$ cat src/rtl/ictf_pkg.sv
`timescale 1ns / 1ps
package ictf_pkg;

  localparam int CFG_IDX_W  = 8;
  localparam int CFG_DATA_W = 24;

  localparam logic [CFG_IDX_W-1:0] REG_BLEND_ALPHA = 8'd0;
  localparam logic [CFG_IDX_W-1:0] REG_GYRO_GAIN   = 8'd1;
  localparam logic [CFG_IDX_W-1:0] REG_ACC_BIAS_X  = 8'd2;
  localparam logic [CFG_IDX_W-1:0] REG_ACC_BIAS_Y  = 8'd3;
  localparam logic [CFG_IDX_W-1:0] REG_ACC_BIAS_Z  = 8'd4;
  localparam logic [CFG_IDX_W-1:0] REG_GYR_BIAS_X  = 8'd5;
  localparam logic [CFG_IDX_W-1:0] REG_GYR_BIAS_Y  = 8'd6;
  localparam logic [CFG_IDX_W-1:0] REG_GYR_BIAS_Z  = 8'd7;

  localparam logic [16:0] ALPHA_ONE      = 17'd65536;
  localparam logic [16:0] ALPHA_RESET    = 17'd64225;
  localparam logic [23:0] GAIN_RESET     = 24'd131142;
  localparam logic signed [25:0] DEG90   = 26'sd5898240;
  localparam logic [4:0] ROOT_LAST       = 5'd31;
  localparam logic [3:0] CORDIC_LAST     = 4'd15;

  typedef struct packed {
    logic signed [16:0] ax;
    logic signed [16:0] ay;
    logic signed [17:0] az;
    logic signed [16:0] rx;
    logic signed [16:0] ry;
    logic signed [16:0] rz;
  } ictf_item_t;

  typedef struct packed {
    logic [16:0]        blend_alpha;
    logic [23:0]        gyro_step_gain;
    logic signed [15:0] abx;
    logic signed [15:0] aby;
    logic signed [16:0] abz;
    logic signed [15:0] gbx;
    logic signed [15:0] gby;
    logic signed [15:0] gbz;
  } ictf_cfg_t;

  // atan(2^-i) in 2^-16 degree
  function automatic logic [21:0] atan_lut(input logic [3:0] i);
    logic [21:0] v;
    case (i)
      4'd0:    v = 22'd2949120;
      4'd1:    v = 22'd1740967;
      4'd2:    v = 22'd919879;
      4'd3:    v = 22'd466945;
      4'd4:    v = 22'd234379;
      4'd5:    v = 22'd117304;
      4'd6:    v = 22'd58666;
      4'd7:    v = 22'd29335;
      4'd8:    v = 22'd14668;
      4'd9:    v = 22'd7334;
      4'd10:   v = 22'd3667;
      4'd11:   v = 22'd1833;
      4'd12:   v = 22'd917;
      4'd13:   v = 22'd458;
      4'd14:   v = 22'd229;
      default: v = 22'd115;
    endcase
    return v;
  endfunction

endpackage

$ cat src/rtl/ictf_front.sv
`timescale 1ns / 1ps
module ictf_front import ictf_pkg::*; (
  input  logic        rst_n,
  input  logic        in_tvalid,
  output logic        in_tready,
  input  logic [95:0] in_tdata,
  input  ictf_cfg_t   cfg,
  input  logic        q_full,
  output logic        q_push,
  output ictf_item_t  q_item
);
  logic signed [15:0] acx, acy, acz, gx, gy, gz;

  assign acx = in_tdata[15:0];
  assign acy = in_tdata[31:16];
  assign acz = in_tdata[47:32];
  assign gx  = in_tdata[63:48];
  assign gy  = in_tdata[79:64];
  assign gz  = in_tdata[95:80];

  assign in_tready = rst_n & ~q_full;
  assign q_push    = in_tvalid & in_tready;

  // bias removal, widened so nothing wraps
  assign q_item.ax = {acx[15], acx} - {cfg.abx[15], cfg.abx};
  assign q_item.ay = {acy[15], acy} - {cfg.aby[15], cfg.aby};
  assign q_item.az = {{2{acz[15]}}, acz} - {cfg.abz[16], cfg.abz};
  assign q_item.rx = {gx[15], gx} - {cfg.gbx[15], cfg.gbx};
  assign q_item.ry = {gy[15], gy} - {cfg.gby[15], cfg.gby};
  assign q_item.rz = {gz[15], gz} - {cfg.gbz[15], cfg.gbz};
endmodule

$ cat config.mk
export PLATFORM = sky130hd
export DESIGN_NAME = ictf_front
export DESIGN_NICKNAME = d
export VERILOG_FILES = /design/src/rtl/ictf_pkg.sv /design/src/rtl/ictf_front.sv
export SDC_FILE = /design/constraint.sdc
export NUM_CORES = 1
export LEC_CHECK = 0
export BUFFER_PORTS_ARGS = -buffer_cell sky130_fd_sc_hd__buf_2
export CAP_MARGIN = 10
export CORE_MARGIN = 4
export CORE_UTILIZATION = 35
export DETAILED_ROUTE_END_ITERATION = 8
export PLACE_DENSITY = 0.77
export SLEW_MARGIN = 30
export SYNTH_ARGS = -nofsm -noshare
export SYNTH_HDL_FRONTEND = slang
export SYNTH_SLANG_ARGS = --single-unit
$ cat constraint.sdc
create_clock -name vclk -period 3
set_input_delay 0.6 -clock vclk [all_inputs]
set_output_delay 0.6 -clock vclk [all_outputs]
set_load 0.1 [all_outputs]
### After elaboration in Yosys (flattened, before gate mapping)

Index checks and enable logic that the tools add are counted.

* bits in registers: 0
* bits in latches: 0
* memory bits (writable): 0
* ROM bits: 0
* input port bits: 237
* output and inout port bits: 105
* word-level logic and storage cells: 9
* memories kept: 0

* add/subtract/negate cells: 6
* $mul: 0
* div/mod/pow operators: 0
* $lt $le $gt $ge: 0
* eq/ne operators: 0
* shift-type cells: 0
* mux-type cells: 0
* bitwise gates (word level): 3
* reductions and logical operators: 0

Operator list (number)
* subtractor 16 x 16 -> 17 bit: 5
* subtractor 16 x 17 -> 18 bit: 1
* AND 1 bit: 2
* inverter 1 bit: 1

### Logic depth before layout (Yosys ltp)

Gate-level depths: netlist (run 1).

* depth in word-level cells: 3
* gate-level depth with buffers: 10

### Worst setup path after synthesis (run 1)

OpenSTA, ideal clock, no wires.

* kind: input port to output port
* from: in cfg[83] (netlist name)
* to: out q_item[98] (netlist name)
* data arrival time: 5.230 ns
* data required time: 2.400 ns
* slack: -2.830 ns
* cell stages on the path: 8
* path buffers: 0
* path through: inv_1 -> ha_1 -> nor2b_1 -> o21a_1 -> o21ai_0 -> a21bo_2 -> nand2_1 -> o311ai_0

RTL lines
* start, declared: line ictf_front.sv:7 `input ictf_cfg_t cfg,`
* end, declared: line ictf_front.sv:10 `output ictf_item_t q_item`

==> results of run 1 <==
power by group:
group	internal (mW)	switching [mW]	leakage (nW)
sequential	0	0	0
combinational	2.34	3.79	6.18
clock	0.000000223	0	0.0000317
total	2.34	3.79	6.18
per-stage QoR:
step	TNS [ns]	area, um^2	util	cells	hold WS [ns]
final	-7.12	13100	0.867	1515	1.62
after global routing	-9.29	13100	0.867	1515	1.63
after CTS	-1.95	12200	0.806	1483	1.60
after detailed placement	-8.43	11500	0.757	1471	1.60
after global placement	-6.00	11500	0.757	1471	1.60
after floorplan	-4.23	7280	-	818	1.38
cells in the mapped netlist, types with 7 or more instances:
| master | number |
|---|---|
| inv_1 | 145 |
| ha_1 | 97 |
| a21oi_1 | 72 |
| nor2_1 | 65 |
| nand2_1 | 50 |
| o21ai_0 | 49 |
| xnor2_1 | 45 |
| nor2b_1 | 24 |
| nor3_1 | 23 |
| o21a_1 | 23 |
| nand3_1 | 18 |
| xor2_1 | 17 |
| a21o_1 | 16 |
| o211ai_1 | 14 |
| nand2b_1 | 9 |
| a211oi_1 | 8 |
| clkbuf_1 | 8 |
| nand4_1 | 7 |
cell usage in the layout, fill, tap and decap left out, types with 18 or more instances in the layout:
cell	n
buf_4	199
ha_4	44
ha_1	47
a21oi_2	25
nor2_1	48
inv_1	112
o21a_1	21
buf_6	36
buf_2	180
a21oi_1	41
nand2_1	40
xnor2_4	30
o21ai_0	24
inv_2	18
buf_12	83
critical path, stage by stage:
cell and delay [ns]:
buf_8 0.10, inv_4 0.05, ha_4 0.19, nor2b_4 0.12, o31a_1 0.37, o41ai_4 0.49, nor2b_1 0.22, buf_4 0.18
o311ai_4 0.13, xnor2_4 0.22, buf_12 0.19
repair_timing:
item | in CTS | in global routing
gates resized for setup | 147 | 153
endpoints found under the hold margin | 0 | 0
setup endpoints to repair | 58 | 59
setup buffers | 16 | 33
cloned | 0 | 0
pin swaps | 90 | 111
final cells by class:
cell class	count	area, um^2	share of cell area
Antenna cell	5	12.5	0.000953
Inverter	148	681	0.0518
Multi-Input combinational cell	660	7510	0.572
Tap cell	188	235	0.0179
Timing Repair Buffer	514	4690	0.357
how the worst min path moves through the flow:
| stage | depth (start not counted) | to |
|---|---|---|
| after floorplan | 1 | in_tready |
| final | 3 | in_tready |
| after CTS | 3 | in_tready |
| after detailed placement | 3 | in_tready |
| after global routing | 3 | in_tready |
| after global placement | 3 | in_tready |
per-layer routing:
layer,up-vias,GRT usage,part of all wire
met4,4,0.131,0.087
met5,-,0,0.00076
met3,272,0.0519,0.081
met1,4242,0.303,0.32
met2,728,0.589,0.51
li1,3894,-,-
kinds of logic (layout without fill, tap and decap cells):
family,Yosys count,after routing,share of synthesized area
AO/OA/AOI/OAI,260,260,0.322
AND/OR/NAND/NOR,234,234,0.217
buffers and inverters,158,662,0.111
adder cells (fa/ha/maj),103,103,0.248
XOR/XNOR,62,62,0.101
multiplexers,1,1,0.00186
other,0,5,0
==> results.ini, run 1 <==
[run_status]
status = finished, violations left
violations = setup timing

[cts]
cts_hold_buf = 0

[place]
dp_worst_setup_slack_ns = -0.334
dp_hpwl_um = 20100
port-buffer-count = 301
gp_congestion = 0.912

[sta]
slew_violations = 0
max-slew-margin-rel = 0.566
max_freq_mhz = 287
fin_crit_sh = 1.16
rsz0062_at_grt = yes
setup_viol = 46
fin_crit_ns = 3.49
worst_pin_slew_ns = 0.645
finalWorstSetupSlack_ns = -0.490
hold_viol_final = 0

[synthesis]
avgSynthCellArea_um2 = 6.58
synth_fp_nets = 1158
syn_inst = 818
seq_area_frac_synth = 0
synth_top_area_frac = 0.225
synth_area_leaders = ha_1, inv_1, xnor2_1
synth_cell_type_count = 72
synth_area_mm2 = 0.00539
yosys.area.top_type = ha_1
ys_warn_count = 0

[global_routing]
grt_max_degree = 10
grt.total_usage = 0.298
antenna_found_initial = 7
grt_pass1_wl_um = 43900
grt.overflow.total = 0
grt_pass1_vias = 8960

[drt]
drtAntennaViolNets = 0
wl_um = 35500
wire_per_inst_um = 23.4
via_per_inst = 6.03
dr.first_iter.drc_count = 672
drc = 0
dr_total_vias = 9140
dr.pass1.iters = 7

[floorplanning]
ios = 342
core_mm2 = 0.0151
die_w_um = 132
num_rows = 45
dieArea_mm2 = 0.0174
initial_utilization = 0.356
die_h_um = 132

[final_layout]
syn2layout_area_growth_pct = 144
nFillCells = 639
final_layout_size_suffix_gt1_frac = 0.638
nNetsFinal = 1664
nFlopsAndLatches = 0
seq_area_um2 = 0
clkbuf_count = 0

[min_path]
hp-start = q_full
hp-class = primary input to primary output

[critical_path]
endpoint = q_item[32]
worstSetupPathType = primary input to primary output
crit_path_start = cfg[17]
cp.arrival_ns = 2.89
endpoint_kind = primary output
cp-start-kind = primary input
path_max_fanout = 2
critical_path_required_ns = 2.40

[flow_run]
maxCapViolCount = 0

[pwr]
ir_drop_uv = 359
power_mw = 6.13
powerDensity_mw_per_mm2 = 467
p_leak_nw = 6.18

Note: power is estimated with default switching activity, not from simulation.
==> inputs of run 2 (changes only) <==
PLACE_DENSITY = 0.68   (was 0.77)
TNS_END_PERCENT = 1   (was default)
==> run 2 against run 1 <==
  * The run still ends with setup timing left
  * Die area stayed put
  * Via count is 17% lower
  * Total power is 16% lower
  * Critical path type unchanged
  * Count of clock-buffer cells in the layout stayed put
  * Cell count is 2.9% lower
  * Non-clock buffer count is 46 lower
  * Maximum frequency is 8.6% higher
  * Sequential cell count stayed put
  * Worst hold slack worse by 0.022 ns
  * Utilization is 17 points lower
  * Critical path depth is 1 higher
==> results.ini, run 2 (same netlist as run 1, synthesis figures left out) <==
[run_status]
status = finished, violations left
violations = setup timing

[drt]
drc = 0
wl_um = 21200
drtAntennaViolNets = 0
wire_per_inst_um = 14.4
dr_total_vias = 7549
dr.first_iter.drc_count = 284
dr.pass1.iters = 5
via_per_inst = 5.13

[critical_path]
worstPathCellList = buf_6 -> inv_4 -> ha_4 -> fa_2 -> nor2b_1 -> o21ai_1 -> a21boi_1 -> buf_4 -> o31a_1 -> a211oi_4 -> xnor2_4 -> buf_12
crit_path_max_incr_delay_ns = 0.36
endpoint_kind = primary output
cp-start-kind = primary input
cp.arrival_ns = 2.61
path_max_fanout = 3
critical_path_required_ns = 2.40
worstSetupPathType = primary input to primary output
worst_path_dominant_cell_family = compound AO/OA/AOI/OAI gates
cp.buffers_inverters = 4
cpMaxStageDelayCell = a211oi_4

[final_layout]
nFlopsAndLatches = 0
clkbuf_count = 0
mostFrequentLayoutCell = buf_2
seq_area_um2 = 0
syn2layout_area_growth_pct = 96.4
final_layout_size_suffix_gt1_frac = 0.499
finalCoreUtilization = 0.698
nNetsFinal = 1618
final_area_mm2 = 0.0106
final_cell_mix = buf_2, buf_4, inv_1
fin_cells = 1471

[sta]
max-slew-margin-rel = 0.671
hold_slack_ns = 1.60
slew_violations = 0
finalWorstSetupSlack_ns = -0.213
fin_crit_sh = 1.07
hold_viol_final = 0
setup_viol = 31
max_freq_mhz = 311
worst_pin_slew_ns = 0.496
rsz0062_at_grt = yes
fin_crit_ns = 3.21
tns_ns = -2.79

[global_routing]
grt_max_degree = 11
grt.overflow.total = 0
grt.total_usage = 0.222
grt_pass1_wl_um = 33400
antenna_found_initial = 7
grt_pass1_vias = 7448

[min_path]
hp-class = primary input to primary output

[floorplanning]
num_rows = 45
die_h_um = 132
die_w_um = 132
core_mm2 = 0.0151
ios = 342
dieArea_mm2 = 0.0174
initial_utilization = 0.356

[pwr]
ir_drop_uv = 373
powerDensity_mw_per_mm2 = 487
power_mw = 5.15
p_leak_nw = 5.48

[place]
dp_hpwl_um = 18300
gp_congestion = 0.905
placed_cell_area_mm2 = 0.00990
placedCellCount = 1453
port-buffer-count = 301
dp_worst_setup_slack_ns = -0.375

[cts]
cts_hold_buf = 0

[flow_run]
maxCapViolCount = 0

[run 2: changes by cell type in the layout (fill, tap and decap cells not counted), sizes merged]
cell / before / now
clkbuf: 1 / 0
buf: 513 / 468
diode: 5 / 7
[run 2: worst paths after layout]
kind,depth (start not counted),endpoint,startpoint
max,12,q_item[10],in_tdata[80]
min,3,in_tready,q_full
[run 2: final cells by class]
class	instances	area, um^2
tap	188	235
multi-input combinational	660	5770
antenna	7	17.5
inverter	148	561
timing repair buffer	468	3990
fill	1179	4570
[run 2: report_power, final]
part	internal (mW)	total (mW)	switching, mW	leakage [nW]
clock	0.000000312	0.000000312	0	0.0000444
combinational	1.88	5.15	3.26	5.48
sequential	0	0	0	0
total	1.88	5.15	3.26	5.48
[run 2: metal layers]
layer  up-vias  global-route usage  wire, um
met3        60              0.0385      1450
met4         0              0.0817       847
li1       3795                   -         -
met2       301               0.409     10700
met5         -                   0         0
met1      3393               0.254      8130
[run 2: repair_timing]
item,in CTS,in global routing
gates resized for setup,90,52
pin swaps,37,35
gates cloned,0,0
buffers inserted,5,7
endpoints found under the setup margin,61,66
