[src/rtl/ictf_pkg.sv]
`timescale 1ns / 1ps
package ictf_pkg;

  localparam int CFG_IDX_W  = 8;
  localparam int CFG_DATA_W = 24;

  localparam logic [CFG_IDX_W-1:0] REG_BLEND_ALPHA = 8'd0;
  localparam logic [CFG_IDX_W-1:0] REG_GYRO_GAIN   = 8'd1;
  localparam logic [CFG_IDX_W-1:0] REG_ACC_BIAS_X  = 8'd2;
  localparam logic [CFG_IDX_W-1:0] REG_ACC_BIAS_Y  = 8'd3;
  localparam logic [CFG_IDX_W-1:0] REG_ACC_BIAS_Z  = 8'd4;
  localparam logic [CFG_IDX_W-1:0] REG_GYR_BIAS_X  = 8'd5;
  localparam logic [CFG_IDX_W-1:0] REG_GYR_BIAS_Y  = 8'd6;
  localparam logic [CFG_IDX_W-1:0] REG_GYR_BIAS_Z  = 8'd7;

  localparam logic [16:0] ALPHA_ONE      = 17'd65536;
  localparam logic [16:0] ALPHA_RESET    = 17'd64225;
  localparam logic [23:0] GAIN_RESET     = 24'd131142;
  localparam logic signed [25:0] DEG90   = 26'sd5898240;
  localparam logic [4:0] ROOT_LAST       = 5'd31;
  localparam logic [3:0] CORDIC_LAST     = 4'd15;

  typedef struct packed {
    logic signed [16:0] ax;
    logic signed [16:0] ay;
    logic signed [17:0] az;
    logic signed [16:0] rx;
    logic signed [16:0] ry;
    logic signed [16:0] rz;
  } ictf_item_t;

  typedef struct packed {
    logic [16:0]        blend_alpha;
    logic [23:0]        gyro_step_gain;
    logic signed [15:0] abx;
    logic signed [15:0] aby;
    logic signed [16:0] abz;
    logic signed [15:0] gbx;
    logic signed [15:0] gby;
    logic signed [15:0] gbz;
  } ictf_cfg_t;

  // atan(2^-i) in 2^-16 degree
  function automatic logic [21:0] atan_lut(input logic [3:0] i);
    logic [21:0] v;
    case (i)
      4'd0:    v = 22'd2949120;
      4'd1:    v = 22'd1740967;
      4'd2:    v = 22'd919879;
      4'd3:    v = 22'd466945;
      4'd4:    v = 22'd234379;
      4'd5:    v = 22'd117304;
      4'd6:    v = 22'd58666;
      4'd7:    v = 22'd29335;
      4'd8:    v = 22'd14668;
      4'd9:    v = 22'd7334;
      4'd10:   v = 22'd3667;
      4'd11:   v = 22'd1833;
      4'd12:   v = 22'd917;
      4'd13:   v = 22'd458;
      4'd14:   v = 22'd229;
      default: v = 22'd115;
    endcase
    return v;
  endfunction

endpackage

[src/rtl/ictf_queue.sv]
`timescale 1ns / 1ps
module ictf_queue import ictf_pkg::*; (
  input  logic       clk,
  input  logic       rst_n,
  input  logic       push,
  input  ictf_item_t push_item,
  input  logic       pop,
  output ictf_item_t head_item,
  output logic       full,
  output logic       empty
);
  ictf_item_t  slot_r [2];
  logic        wr_ptr_r, rd_ptr_r;
  logic [1:0]  cnt_r;

  assign full      = (cnt_r == 2'd2);
  assign empty     = (cnt_r == 2'd0);
  assign head_item = slot_r[rd_ptr_r];

  always_ff @(posedge clk) begin
    if (push) begin
      slot_r[wr_ptr_r] <= push_item;
    end
  end

  always_ff @(posedge clk) begin
    if (!rst_n) begin
      wr_ptr_r <= 1'b0;
      rd_ptr_r <= 1'b0;
      cnt_r    <= 2'd0;
    end else begin
      if (push) wr_ptr_r <= ~wr_ptr_r;
      if (pop)  rd_ptr_r <= ~rd_ptr_r;
      cnt_r <= cnt_r + {1'b0, push} - {1'b0, pop};
    end
  end
endmodule

[config.mk]
export PLATFORM = sky130hd
export DESIGN_NAME = ictf_queue
export DESIGN_NICKNAME = d
export VERILOG_FILES = /design/src/rtl/ictf_pkg.sv /design/src/rtl/ictf_queue.sv
export SDC_FILE = /design/constraint.sdc
export NUM_CORES = 1
export LEC_CHECK = 0
export ABC_AREA = 1
export ABC_CLOCK_PERIOD_IN_PS = 8800
export CAP_MARGIN = 10
export CORE_MARGIN = 4
export CORE_UTILIZATION = 40
export DETAILED_ROUTE_END_ITERATION = 6
export DONT_BUFFER_PORTS = 1
export GPL_TIMING_DRIVEN = 0
export PLACE_DENSITY = 0.54
export REMOVE_ABC_BUFFERS = 1
export SYNTH_ARGS = -nofsm -noshare
export SYNTH_HDL_FRONTEND = slang
export SYNTH_SLANG_ARGS = --single-unit
[constraint.sdc]
create_clock -name clk -period 8.8 [get_ports clk]
set_input_delay 1.76 -clock clk [delete_from_list [all_inputs] [get_ports clk]]
set_output_delay 1.76 -clock clk [all_outputs]
set_load 0.02 [all_outputs]
# Word-level counts from Yosys, hierarchy flattened
# Memory sizes are Yosys's and may differ from the RTL's. A register that Yosys moved wholly into a read port is not among the register bits.
# Index checks and enable logic that the tools add are counted.
[classes] n_reduce_logical=1 mux=4 bitwise=2 addsub=2 n_eq_ne=1
[ops] operator="1-bit two-way mux" n=4
[ops] operator="2-bit by 1-bit adder with 2-bit output" n=1
[ops] operator="2-bit == test, second input constant" n=1
[ops] operator="2-bit zero test" n=1
[ops] operator="1-bit NOT" n=2
[ops] operator="2-bit by 1-bit subtractor with 2-bit output" n=1
[word_totals] mem_count=1 register_bits=4 mem_bits_rw=206 output_inout_bits=105 word_cells=14 input_bits=107
[mem_list] memory="slot_r" words=2 width=103 read_ports=1 rd_clocked_by_memory_dff=1 write_ports=1 line_no="ictf_queue.sv:12" source="ictf_item_t slot_r [2];"

# Depth between registers and ports, before layout
# Gate-level depths: netlist of run 1.
[logic_depth] word_depth=3 mapped_depth=9 depth_no_buf=9

# Least setup slack after synthesis of run 1
# OpenSTA, ideal clock, no wires.
[synth_path] kind="input to register" start="in push" end="mem slot_r[0][0] (netlist bit), enable pin" n_path_buf=0 setup_time_ps=569 cell_stages=2 setup_slack_ps=2120 arrival_ps=6111 t_required_ps=8231 cell_sequence="inv_1 > nor2_1"
[synth_via] elab_chain_cells=2
[synth_lines] item="from (decl)" line_no="ictf_queue.sv:5" source="input logic push,"
[synth_lines] item="1-bit two-way mux" line_no="ictf_queue.sv:21" source="if (push) begin"
[synth_lines] item="1-bit two-way mux (implied by the code)" line_no="ictf_queue.sv:22" source="slot_r[wr_ptr_r] <= push_item;"
[synth_lines] item="to (decl)" line_no="ictf_queue.sv:12"
# No other way between the ends.

==> results of run 1 <==
-- per-stage QoR --
stage / setup slack [ns] / power (mW) / util (%) / hold WS (ns)
after floorplan: 2.120 / 1.346 / - / 0.4635
after global placement: -0.3196 / 1.382 / 41.90 / 0.4732
after detailed placement: 5.366 / 1.380 / 42.63 / 0.4938
after CTS: 4.832 / 2.246 / 46.21 / 0.5086
after global routing: 4.807 / 2.298 / 46.21 / 0.5551
final: 4.929 / 2.207 / 46.21 / 0.5029
-- where the power goes --
group	leakage, nW	switching, mW	total, mW	internal [mW]
clock network	0.334	0.347	0.853	0.506
registers	1.98	0.0175	1.18	1.16
logic	0.533	0.117	0.172	0.0554
-- placed cells by master, fill, tap and decap left out --
cell,count
edfxtp_1,206
clkinv_1,4
clkinv_2,5
clkbuf_16,23
nor2_1,8
inv_4,1
inv_6,1
a21oi_1,1
buf_16,3
dfxtp_1,4
clkbuf_1,5
nor2_4,1
mux2_2,103
inv_1,6
buf_12,2
nand2_1,8
ha_1,2
dfxtp_4,1
bufinv_16,1
nand3_1,1
-- state kept, by name, summed over array words and instances, names as in the netlist, named ones only --
register and flops:
slot_r 206, cnt_r 2, rd_ptr_r 1, wr_ptr_r 1
-- critical path, cell delays in order, from the launching register on --
cell and delay (ns):
dfxtp_4 0.78, buf_16 0.34, mux2_2 0.45
-- kinds of logic after synthesis --
logic type / Yosys count
AOI/OAI and AO/OA: 1
muxes: 103
and+or+nand+nor: 18
buffers and inverters: 18
adders and majority gates: 2
DFF: 211
-- area by class of cell --
cell class	count	area (µm²)
multi-input cells	124	1266
clock inverters	11	78.83
inverters	7	28.78
repair buffers	5	122.6
well taps	234	292.8
fillers	1587	10090
clock buffers	28	594.3
flip-flops and latches	211	6290
-- metal layers --
layer	up-vias	part of all wire [%]	GRT usage, %	wire (µm)
met5	-	0	0	0
met4	0	2.5	3.528	335
met3	21	14	8.038	1915
met2	149	49	19.40	6456
met1	1550	34	12.04	4524
li1	1418	-	-	-
-- final timing paths --
kind,from,to
setup / recovery,flop,head_item[90]
hold / removal,rd_ptr_r,rd_ptr_r
setup reg to reg,wr_ptr_r,slot_r[0][9]
hold reg to reg,rd_ptr_r,rd_ptr_r
==> reports/metrics.yaml, run 1 <==
synthesis:
  yosys_warnings: 0
  synthXorXnorAreaFrac_pct: 0
  syn_inst: 353
  synth_common_cells: "edfxtp_1, mux2_2, nor2_1"
  synth_top_family_by_area: "multiplexers"
  async_reset_ff_share_pct: 0
  synth_mux_area_share_pct: 15.12
  yosys_most_used_dff: "edfxtp_1"
  synth_simple_gate_area_share_pct: 0.8969
  yosysMostFrequentCell: "edfxtp_1"
  ys_top_cells_by_area: "edfxtp_1, mux2_2, dfxtp_1, buf_6, nor2_1"
  synthAdderAreaFrac_pct: 0.3262
  avgSynthCellArea_um2: 21.73
  ys_seq_elements: 211
  synth_edf_count: 206
  synth_compound_area_share_pct: 0.06523
  synth_seq_area_share_pct: 81.93
  yosysTopAreaCellShare_pct: 80.63
  ys_types: 12
  yosysTopAreaCell: "edfxtp_1"
  syn_area_mm2: 0.007672
worst_setup_path:
  required_ns: 7.04
  r2r_slack_ns: 6.95
  cp_max_fo: 55
  crit_path_start_kind: "flop"
  critical_path_class: "flop to output port"
  arrival_ns: 2.11
  cp-end-kind: "output port"
  r2r.worst_path.cells: 3
cts:
  postCtsSetupBuffers: 0
  hold_buffers: 0
  tritoncts: "done"
  root_buffer: "clkbuf_16"
  cts_max_level: 1
  numCtsBuffers: 23
  cts_buffer_depth: 3
  worstSkewPairLatency_ns: 0.49
  clock-sinks: 211
  ctsResizeCount: 0
  clk_pin_slew_ns: 0.06
floorplanning:
  row_count: 50
  ios: 212
  coreArea_mm2: 0.01877
  dieArea_mm2: 0.02146
  die_h_um: 146.5
  chipWidth_um: 146.5
  start_util_pct: 40.88
grt:
  grt.overflow.total: 0
  gr-usage-all-layers_pct: 11.74
  grt_max_degree: 58
  grt_pass1_vias: 3339
  grt_pass1_wl_mm: 19.64
  antenna_found_initial: 0
timing:
  rsz0062_at_grt: "no"
  worst_pin_slew_ns: 0.8769
  fin_worst_skew_ns: 0.01207
  finalMaxSlewViolations: 0
  slew_headroom_pct: 41.40
  fin_crit_ns: 3.871
  fmax_ghz: 0.2584
  post-route-period-util_pct: 43.98
  finalHoldViolations: 0
  finalSetupViolations: 0
  tns_ns: 0
place:
  dp_hpwl_mm: 8.687
  gp_congestion: 0.7038
  port_buffers: 0
  placed_cells: 581
  placed_area_mm2: 0.008000
detailed_routing:
  drcViolationCount: 0
  drtIter0Drc: 106
  viasPerCell: 5.061
  routed_wl_mm: 13.23
  wire_per_inst_um: 21.34
  vias: 3138
  dr.pass1.iters: 4
  ant_nets: 0
hold_path:
  hp-class: "flop to flop"
  hold_depth: 2
outcome:
  status: "complete, no violations"
pwr:
  power.density_mw_per_mm2: 254.4
  p_leak_nw: 2.842
  peakVddDrop_mv: 0.1460
layout:
  antenna_cells: 0
  final_cells: 620
  final_area_mm2: 0.008673
  final_nets: 481
  drive_above_1_share_pct: 36.53
  area_growth_syn_to_layout_pct: 13.05
job:
  maxCapViolations: 0
Power figures use the tool's default switching activity.
==> inputs of run 2 (changes only) <==
ABC_CLOCK_PERIOD_IN_PS = 3400   (was 8800)
PLACE_DENSITY = 0.56   (was 0.54)
clock period = 3.4 ns   (was 8.8 ns; I/O delays follow)
==> reports/metrics.yaml, run 2 (synthesis results as in run 1) <==
floorplanning:
  row_count: 50  # unchanged
  chipWidth_um: 146.5  # unchanged
  die_h_um: 146.5  # unchanged
  dieArea_mm2: 0.02146  # unchanged
  coreArea_mm2: 0.01877  # unchanged
  ios: 212  # unchanged
  start_util_pct: 40.88  # unchanged
timing:
  slew_headroom_pct: 40.87  # was 41.40%
  rsz0062_at_grt: "no"  # unchanged
  fmax_ghz: 0.3477
  finalMaxSlewViolations: 0  # unchanged
  fin_crit_ns: 2.876
  post-route-period-util_pct: 84.60
  holdWs_ns: 0.2826  # was 0.5029 ns
  finalHoldViolations: 0  # unchanged
  finalSetupViolations: 0  # unchanged
  tns_ns: 0  # unchanged
  fin_worst_skew_ns: 0.01216  # was 0.01207 ns
  worst_pin_slew_ns: 0.8869  # was 0.8769 ns
layout:
  final_cell_mix: "edfxtp_1, mux2_2, clkbuf_16, nand2_1, nor2_1"  # unchanged
  top_register: "slot_r"  # unchanged
  largest_reg_flops: 206  # unchanged
  final_area_mm2: 0.008600  # was 0.008673 mm²
  reg_top3: "slot_r (206), cnt_r (2)"  # unchanged
  antenna_cells: 0  # unchanged
  final_nets: 480  # was 481
  area_growth_syn_to_layout_pct: 12.08  # was 13.05%
  drive_above_1_share_pct: 35.53  # was 36.53%
  final_common_cell: "edfxtp_1"  # unchanged
worst_setup_path:
  r2r-start: "wr_ptr_r"  # unchanged
  crit_end: "head_item[32]"  # was head_item[90]
  required_ns: 2.72  # was 7.04 ns
  r2r_slack_ns: 1.65  # was 6.95 ns
  critical_path_class: "flop to output port"  # unchanged
  cp_max_fo: 65  # was 55
  r2r.worst_path.cells: 3  # unchanged
  cp-end-kind: "output port"  # unchanged
  crit_path_start_kind: "flop"  # unchanged
  arrival_ns: 2.20  # was 2.11 ns
  r2r_end: "slot_r[1][102]"  # was slot_r[0][9]
detailed_routing:
  routed_wl_mm: 13.68  # was 13.23 mm
  drcViolationCount: 0  # unchanged
  dr.pass1.iters: 4  # unchanged
  drtIter0Drc: 152  # was 106
  ant_nets: 0  # unchanged
  vias: 3135  # was 3,138
  viasPerCell: 5.106  # was 5.061
  wire_per_inst_um: 22.28  # was 21.34 µm
pwr:
  peakVddDrop_mv: 0.4157  # was 0.1460 mV
  power.density_mw_per_mm2: 648.9  # was 254.4 mW/mm²
  p_leak_nw: 2.801  # was 2.842 nW
job:
  maxCapViolations: 0  # unchanged
cts:
  clock-sinks: 211  # unchanged
  clk_pin_slew_ns: 0.06  # about the same
  root_buffer: "clkbuf_16"  # unchanged
  ctsResizeCount: 0  # unchanged
  cts_buffer_depth: 3  # unchanged
  worstSkewPairLatency_ns: 0.49  # about the same
  cts_max_level: 1  # unchanged
  postCtsSetupBuffers: 0  # unchanged
  tritoncts: "done"  # unchanged
  numCtsBuffers: 22  # was 23
  hold_buffers: 0  # unchanged
grt:
  antenna_found_initial: 0  # unchanged
  grt_pass1_wl_mm: 20.73  # was 19.64 mm
  grt.overflow.total: 0  # unchanged
  gr-usage-all-layers_pct: 12.37  # was 11.74%
  grt_pass1_vias: 3521  # was 3,339
  grt_max_degree: 66  # was 58
outcome:
  status: "complete, no violations"  # unchanged
hold_path:
  hp-class: "primary input to flop"  # was flop to flop
  hold_depth: 0  # was 2
  hp-start: "push_item[3]"  # was rd_ptr_r
place:
  gp_congestion: 0.6955  # was 0.7038
  dp_hpwl_mm: 8.996  # was 8.687 mm
  port_buffers: 0  # unchanged
  placed_area_mm2: 0.007985  # was 0.008000 mm²
-- run 2: through the flow --
stage	util, %	cells	total power, mW	worst slack (ns)
after floorplan	-	342	3.484	-2.200
after global placement	41.90	576	3.579	-4.719
after detailed placement	42.55	581	3.572	0.9398
after CTS	45.82	614	5.682	0.4038
after global routing	45.82	614	5.811	0.3531
final	45.82	614	5.580	0.5238
-- run 2: final cells by class --
type	instances	area, µm²
inverter	7	28.78
clock buffer	28	594.3
sequential	211	6290
fill	1615	10170
tap	234	292.8
clock inverter	5	20.02
multi-input combinational	124	1266
timing repair buffer	5	107.6
-- run 2: how the worst min path moves through the flow --
stage,end,slack [ns]
floorplan,flop,0.46
global placement,rd_ptr_r,0.47
detailed placement,flop,0.51
CTS,slot_r[1][86],0.26
global route,slot_r[1][86],0.25
finish,slot_r[1][3],0.28
-- run 2: critical path, cell delays in order (launching register included) --
cell and delay [ns]:
dfxtp_4 0.93, buf_12 0.33, mux2_2 0.44
-- run 2: layer usage --
| metal | part of all wire, % | global-route usage [%] |
|---|---|---|
| met1 | 33 | 12.72 |
| met2 | 52 | 21.21 |
| met3 | 13 | 7.076 |
| met4 | 2.5 | 4.186 |
| met5 | 0 | 0 |
-- run 2: power by group --
part           switching [mW]  internal, mW  leakage [nW]
Sequential             0.0519          3.01          1.98
Clock                   0.865          1.21         0.300
Combinational           0.297         0.141         0.526
